File: config.mk
export PLATFORM = sky130hd
export DESIGN_NAME = hpm_div_cell
export DESIGN_NICKNAME = d
export VERILOG_FILES = /design/src/rtl/hpm_pkg.sv /design/src/rtl/hpm_div_cell.sv
export SDC_FILE = /design/constraint.sdc
export NUM_CORES = 1
export LEC_CHECK = 0
export BUFFER_PORTS_ARGS = -buffer_cell sky130_fd_sc_hd__buf_4
export CAP_MARGIN = 5
export CORE_MARGIN = 1.5
export CORE_UTILIZATION = 30
export DETAILED_ROUTE_END_ITERATION = 12
export PLACE_DENSITY = 0.61
export SYNTH_ARGS = -nofsm -noshare
export SYNTH_HDL_FRONTEND = slang
export SYNTH_SLANG_ARGS = --single-unit
File: constraint.sdc
create_clock -name clk_i -period 11.5 [get_ports clk_i]
set_input_delay 1.725 -clock clk_i [delete_from_list [all_inputs] [get_ports clk_i]]
set_output_delay 1.725 -clock clk_i [all_outputs]
set_load 0.01 [all_outputs]
File: src/rtl/hpm_pkg.sv
`default_nettype none

package hpm_pkg;

  localparam int CfgIdxWidth = 3;

  localparam logic [CfgIdxWidth-1:0] REG_A11_A21 = 3'd0;
  localparam logic [CfgIdxWidth-1:0] REG_A31_A12 = 3'd1;
  localparam logic [CfgIdxWidth-1:0] REG_A22_A32 = 3'd2;
  localparam logic [CfgIdxWidth-1:0] REG_A13_A23 = 3'd3;
  localparam logic [CfgIdxWidth-1:0] REG_A33     = 3'd4;

  typedef struct packed {
    logic nneg_x;
    logic nneg_y;
    logic rneg_x;
    logic rneg_y;
    logic dz;
    logic ovf_x;
    logic ovf_y;
    logic last;
  } hpm_flags_t;

endpackage

`default_nettype wire

File: src/rtl/hpm_div_cell.sv
`default_nettype none

module hpm_div_cell #(
  parameter int RW = 66,
  parameter int QW = 32
) (
  input  wire                     clk_i,
  input  wire                     rst_ni,
  input  wire                     in_valid_i,
  output logic                    in_ready_o,
  input  wire  [RW-1:0]           dm_i,
  input  wire  [RW-1:0]           rx_i,
  input  wire  [RW-1:0]           ry_i,
  input  wire  [QW-1:0]           lx_i,
  input  wire  [QW-1:0]           ly_i,
  input  wire  [QW-1:0]           qx_i,
  input  wire  [QW-1:0]           qy_i,
  input  hpm_pkg::hpm_flags_t     flags_i,
  output logic                    out_valid_o,
  input  wire                     out_ready_i,
  output logic [RW-1:0]           dm_o,
  output logic [RW-1:0]           rx_o,
  output logic [RW-1:0]           ry_o,
  output logic [QW-1:0]           lx_o,
  output logic [QW-1:0]           ly_o,
  output logic [QW-1:0]           qx_o,
  output logic [QW-1:0]           qy_o,
  output hpm_pkg::hpm_flags_t     flags_o
);
  import hpm_pkg::*;

  logic            valid_q, valid_d;
  logic [RW:0]     tx, ty;
  logic            gex, gey;
  logic [RW-1:0]   nrx, nry;
  logic [RW-1:0]   dm_q, rx_q, ry_q;
  logic [QW-1:0]   lx_q, ly_q, qx_q, qy_q;
  hpm_flags_t      flags_q;
  logic            load;

  assign in_ready_o = !valid_q || out_ready_i;
  assign load       = in_ready_o && in_valid_i;

  always_comb begin
    tx  = {rx_i, lx_i[QW-1]};
    ty  = {ry_i, ly_i[QW-1]};
    gex = tx >= {1'b0, dm_i};
    gey = ty >= {1'b0, dm_i};
    nrx = gex ? RW'(tx - {1'b0, dm_i}) : tx[RW-1:0];
    nry = gey ? RW'(ty - {1'b0, dm_i}) : ty[RW-1:0];
  end

  always_comb begin
    valid_d = in_ready_o ? in_valid_i : valid_q;
  end

  always_ff @(posedge clk_i or negedge rst_ni) begin
    if (!rst_ni) begin
      valid_q <= 1'b0;
    end else begin
      valid_q <= valid_d;
    end
  end

  always_ff @(posedge clk_i) begin
    if (load) begin
      dm_q    <= dm_i;
      rx_q    <= nrx;
      ry_q    <= nry;
      lx_q    <= {lx_i[QW-2:0], 1'b0};
      ly_q    <= {ly_i[QW-2:0], 1'b0};
      qx_q    <= {qx_i[QW-2:0], gex};
      qy_q    <= {qy_i[QW-2:0], gey};
      flags_q <= flags_i;
    end
  end

  assign out_valid_o = valid_q;
  assign dm_o        = dm_q;
  assign rx_o        = rx_q;
  assign ry_o        = ry_q;
  assign lx_o        = lx_q;
  assign ly_o        = ly_q;
  assign qx_o        = qx_q;
  assign qy_o        = qy_q;
  assign flags_o     = flags_q;

endmodule

`default_nettype wire
==> impl_metrics.yaml, run 1 <==
status:
  status: "finished, final reports clean"
logic_synthesis:
  syn_avg_cell_area_um2: 10.87
  yosysSeqAreaShare_pct: 50.16
  ys_warn_count: 0
  syn_area_um2: 19930
  async_reset_ff_share_pct: 0.3003
  yosysMostFrequentCell: "edfxtp_1"
  synthFlopType: "edfxtp_1"
  synthCells: 1833
  ys_top_cells_by_count: "edfxtp_1 (332), a21oi_1 (222), nor2_1 (147)"
  synth_seq_cells: 333
  synth_top_area_share_pct: 50.03
  synth_largest_area_cell: "edfxtp_1"
  synth_area_leaders: "edfxtp_1 (50%), ha_1 (8.3%), a21oi_1 (5.6%)"
  synth.distinct_cells: 85
  synth_edf_count: 332
clock_network:
  path_clk_slew_ns: 0.06
  cts_resized: 0
  h-tree-depth: 2
  post_cts_buffers: 0
  cts_root_buf: "clkbuf_16"
  clock_sinks: 333
  cts_buffer_depth: 3
  cts_tree: "yes"
  clock_latency_ns: 0.57
  hold_buffers: 0
  numCtsBuffers: 41
route:
  wl_met3_um: 5834
  drt_iter0_markers: 1350
  wl_per_cell_um: 22.33
  routed_via_density: 5.078
  top_layer: "met5"
  wl_met1_um: 29640
  totalWireLength_um: 75270
  ant_nets: 0
  dr_wl_met2_um: 38020
  drc: 0
  dr.pass1.iters: 8
  num_vias: 17113
die:
  coreArea_um2: 65750
  die_y_um: 260.7
  io_pins: 674
  die_area_um2: 67970
  die_w_um: 260.7
  start_util_pct: 30.31
  num_rows: 94
setup_path:
  startpoint_type: "input port"
  worstSetupEndpointType: "register"
  arrival_ns: 6.47
  path_class: "in2reg"
  worst_ep_required_time_ns: 11.81
  crit_path_max_fanout: 67
  r2r_slack_ns: 8.37
final_layout:
  syn2layout_area_growth_pct: 35.42
  final_layout_size_suffix_gt1_share_pct: 33.79
  finalNetCount: 2947
  fillers: 6325
  layout.cells.non_filler: 3370
timing:
  slew_viol_final: 0
  finalSetupViolations: 0
  hold_viol: 0
  post-route-period-util_pct: 53.60
  timing.fmax_mhz: 162.2
  period_minus_slack_ns: 6.163
  relSlewSlack_pct: 20.49
  tns_ns: 0
  final.setup_skew_ns: 0.01490
  rsz0062_at_grt: "false"
  tightest_slew_ns: 1.193
  hold_slack_ns: 0.6116
global_route:
  grt_max_degree: 172
  antenna_found_initial: 7
  gr-total-overflow: 0
  grt_pass1_vias: 16691
  grt_pass1_wl_um: 106200
  grt_use_total_pct: 20.81
power:
  p_per_area_nw_per_um2: 137.5
  power_leakage_nw: 11.39
  ir_drop_v: 0.00008516
placement:
  gp_congestion: 0.9104
  dp_cells: 3296
  portBuffers: 669
  dp_hpwl_um: 61480
run:
  drv_cap: 0
worst_hold_path:
  min_path_type: "reg2reg"
[sequential cells by signal, summed over array words and instances (netlist names)]
register / flops
out_valid_o: 1
rx_o: 66
ly_o: 31
flags_o: 8
qy_o: 32
lx_o: 31
ry_o: 66
qx_o: 32
dm_o: 66
[area by class of cell]
type	count	area, um2	share of cell area, %
Antenna cell	2	5.005	0.01855
Clock buffer	51	1064	3.942
Clock inverter	21	188.9	0.7002
Inverter	119	446.7	1.655
Multi-Input combinational cell	1305	9123	33.81
Sequential cell	333	9995	37.04
Tap cell	864	1081	4.007
Timing Repair Buffer	675	5080	18.83
[per-stage QoR]
step	area, um2	worst slack [ns]	total power (W)	utilization, %
after floorplan	19930	1.288	0.002107	-
after global placement	25720	4.888	0.002501	39.13
after detailed placement	25720	4.789	0.002510	39.13
after CTS	26980	5.407	0.003749	41.03
after global routing	26980	5.286	0.003877	41.04
final	26980	5.337	0.003711	41.04
[logic make-up (layout without fill, tap and decap cells)]
family                   count (synthesis)  in the layout  share of synthesized area [%]
flip-flops                             333            333                          50.16
buffers and inverters                  196            866                          4.207
AO/OA/AOI/OAI                          516            516                          16.57
AND/OR/NAND/NOR                        456            456                          10.88
XOR/XNOR                               115            115                          5.055
multiplexers                            82             82                          4.622
other                                    1              4                        0.01882
adder cells (fa/ha/maj)                134            134                          8.490
[worst max-delay path: stages]
cell      delay (ns)
buf_4           0.11
inv_1           0.19
ha_1            0.28
nand2b_1        0.10
a21oi_1         0.14
o41ai_2         0.62
o21ai_2         0.24
a21oi_1         0.89
nor4b_2         0.14
nor2_2          0.39
o21ai_2         0.18
a31oi_4         0.20
buf_4           0.76
mux2_2          0.44
[cells in the final DEF, fill, tap and decap left out, drive strengths merged, types with 10 or more instances in the layout]
cell type / instances
xor2: 43
inv: 121
o21bai: 35
nor3: 24
nand3: 26
and2: 10
o21ai: 89
clkinv: 18
a21o: 53
nand2: 123
and3: 15
edfxtp: 332
ha: 132
nor2: 148
a31oi: 10
o21a: 15
nor2b: 10
a21oi: 226
a211oi: 13
xnor2: 72
nand4: 54
buf: 675
clkbuf: 51
mux2: 80
[metal layers]
layer,vias up,GRT usage (%)
met5,-,0
met3,102,5.109
li1,8109,-
met2,645,36.99
met4,8,5.507
met1,8249,24.90
[final timing paths]
check / start / end / depth (start not counted)
hold reg to reg: out_valid_o / out_valid_o / 2
max in group asynchronous: rst_ni / out_valid_o / 1
setup / recovery: dm_i[1] / ry_o[9] / 14
setup reg to reg: out_valid_o / ry_o[34] / 4
hold / removal: out_valid_o / out_valid_o / 2
min in group asynchronous: rst_ni / out_valid_o / 1
[report_power, final]
part	total (W)	internal, W	switching, W
Sequential	0.00150	0.00147	0.0000293
Clock	0.00122	0.000687	0.000534
Combinational	0.000992	0.000439	0.000553
Total	0.00371	0.00260	0.00112
Power figures use the tool's default switching activity.
==> run 2, diff against run 1 <==
clock period = 6.02 ns   (was 11.5 ns; I/O delays follow)
==> run 2 against run 1 <==
Net effect:
- worst hold slack worse by 0.50 ns
- cell area is 0.25% higher
- combinational power is 94% higher
- count of clock-buffer cells in the layout is 3 lower
- sequential share of layout area is 0.094 points lower
- sequential cell count stayed put
- non-clock buffer count is 12 higher
- clock skew is 0.0054 ns lower
- clock power is 82% higher
- largest cell class unchanged
==> impl_metrics.yaml, run 2 (synthesized netlist as in run 1, its figures left out) <==
route:
  wl_per_cell_um: 22.48
  drc: 0
  routed_via_density: 5.036
  drt_iter0_markers: 1434
  ant_nets: 0
  num_vias: 17038
  totalWireLength_um: 76040
  dr.pass1.iters: 8
power:
  pwr-share-seq_pct: 40.9
  clockPowerShare_pct: 31.7
  comb_power_share_pct: 27.4
  switchingPower_w: 0.002116
  p_per_area_nw_per_um2: 258.9
  p_int_w: 0.004889
  swShare_pct: 30.21
  ir_drop_v: 0.0001868
  power_leakage_nw: 11.43
final_layout:
  fillers: 6299
  finalNetCount: 2957
  final_cell_mix: "buf_4 (682), edfxtp_1 (332), a21oi_1 (222), nor2_1 (147), ha_1 (132)"
  syn2layout_area_growth_pct: 35.76
  final_layout_size_suffix_gt1_share_pct: 34.10
  final_common_cell: "buf_4"
setup_path:
  path_class: "in2reg"
  max_stage_delay_ns: 0.74
  reg2reg_depth: 3
  crit_top_cell: "buf_4"
  cp_cell_sequence: "buf_4 > inv_1 > ha_1 > nand4_1 > nor4_1 > o211ai_1 > nand3_1 > o22ai_2 > buf_4 > a31o_2 > o21ai_0 > a21boi_0 > xnor2_1 > mux2_2"
  crit_path_max_fanout: 9
  arrival_ns: 5.33
  slowest_stage: "nor4_1"
  r2r_start: "out_valid_o"
  critical_path.startpoint: "dm_i[10]"
  startpoint_type: "input port"
  worst_ep_required_time_ns: 6.32
  r2r_slack_ns: 3.58
  timing.rr.end: "rx_o[31]"
  worstSetupEndpointType: "register"
  crit_end: "ry_o[54]"
die:
  die_y_um: 260.7
  io_pins: 674
  start_util_pct: 30.31
  coreArea_um2: 65750
  num_rows: 94
  die_w_um: 260.7
  die_area_um2: 67970
global_route:
  grt_pass1_wl_um: 107300
  grt_pass1_vias: 16890
  antenna_found_initial: 5
  grt_use_total_pct: 21.16
  grt_max_degree: 122
  gr-total-overflow: 0
clock_network:
  path_clk_slew_ns: 0.06
  cts_tree: "yes"
  post_cts_buffers: 0
  h-tree-depth: 2
  numCtsBuffers: 39
  clock_sinks: 333
  cts_root_buf: "clkbuf_16"
  hold_buffers: 0
  clock_latency_ns: 0.56
  cts_buffer_depth: 3
  cts_resized: 0
placement:
  portBuffers: 669
  gp_congestion: 0.9078
  dp_slack_ns: 0.2691
  dp_hpwl_um: 62290
timing:
  period_minus_slack_ns: 5.034
  post-route-period-util_pct: 83.62
  tightest_slew_ns: 0.9165
  rsz0062_at_grt: "false"
  slew_viol_final: 0
  relSlewSlack_pct: 38.90
  timing.fmax_mhz: 198.7
  fin_ws_ns: 0.9860
  tns_ns: 0
  hold_viol: 0
  finalSetupViolations: 0
  final.setup_skew_ns: 0.009489
worst_hold_path:
  min_path_type: "in2async"
run:
  drv_cap: 0
status:
  status: "finished, final reports clean"
## run 2: layout make-up
| cell class | count | area, um2 | share of cell area, % |
|---|---|---|---|
| Clock inverter | 24 | 147.6 | 0.5458 |
| Clock buffer | 48 | 1031 | 3.811 |
| Multi-Input combinational cell | 1305 | 9123 | 33.72 |
| Antenna cell | 3 | 7.507 | 0.02775 |
| Timing Repair Buffer | 687 | 5220 | 19.30 |
| Inverter | 119 | 446.7 | 1.651 |
| Sequential cell | 333 | 9995 | 36.95 |
| Tap cell | 864 | 1081 | 3.996 |
## run 2: through the flow
| stage | cells | util [%] | total power, W | area, um2 | hold WS, ns |
|---|---|---|---|---|---|
| finish | 3383 | 41.14 | 0.007005 | 27050 | 0.1118 |
| global route | 3383 | 41.14 | 0.007308 | 27050 | 0.08576 |
| CTS | 3380 | 41.13 | 0.007082 | 27040 | 0.07330 |
| detailed placement | 3308 | 39.34 | 0.004821 | 25860 | 0.5697 |
| global placement | 3308 | 39.34 | 0.004807 | 25860 | 0.5169 |
| floorplan | 1834 | - | 0.004002 | 19930 | 0.6074 |
## run 2: power by group through the flow
| stage | Clock [W] | Combinational, W | Sequential, W |
|---|---|---|---|
| 2_1_floorplan | 0 | 0.000990 | 0.00301 |
| 3_3_place_gp | 0 | 0.00190 | 0.00291 |
| 3_5_place_dp | 0 | 0.00191 | 0.00291 |
| 4_1_cts | 0.00229 | 0.00192 | 0.00286 |
| 5_1_grt | 0.00235 | 0.00208 | 0.00288 |
| 6_report | 0.00222 | 0.00192 | 0.00286 |
## run 2: critical path, delay by kind of cell
family | cells | cell delay, ns
xor+xnor | 1 | 0.18
compound gates | 5 | 1.78
fa+ha+maj | 1 | 0.47
buf+inv | 3 | 0.40
mux | 1 | 0.26
simple gates | 3 | 1.35
## run 2: worst min path at each step
stage,startpoint,to,slack [ns]
2_1_floorplan,rst_ni,out_valid_o,0.61
3_3_place_gp,out_valid_o,out_valid_o,0.52
3_5_place_dp,out_valid_o,out_valid_o,0.57
4_1_cts,rst_ni,out_valid_o,0.07
5_1_grt,rst_ni,out_valid_o,0.09
6_report,rst_ni,out_valid_o,0.11
## run 2: routing by layer
metal / track usage [%] / share of wire (%) / wire [um] / vias up
li1: - / - / - / 8129
met1: 25.08 / 39 / 29770 / 8112
met2: 37.08 / 50 / 37900 / 683
met3: 4.963 / 7.6 / 5758 / 110
met4: 7.723 / 3.4 / 2585 / 4
met5: 0 / 0.030 / 23 / -
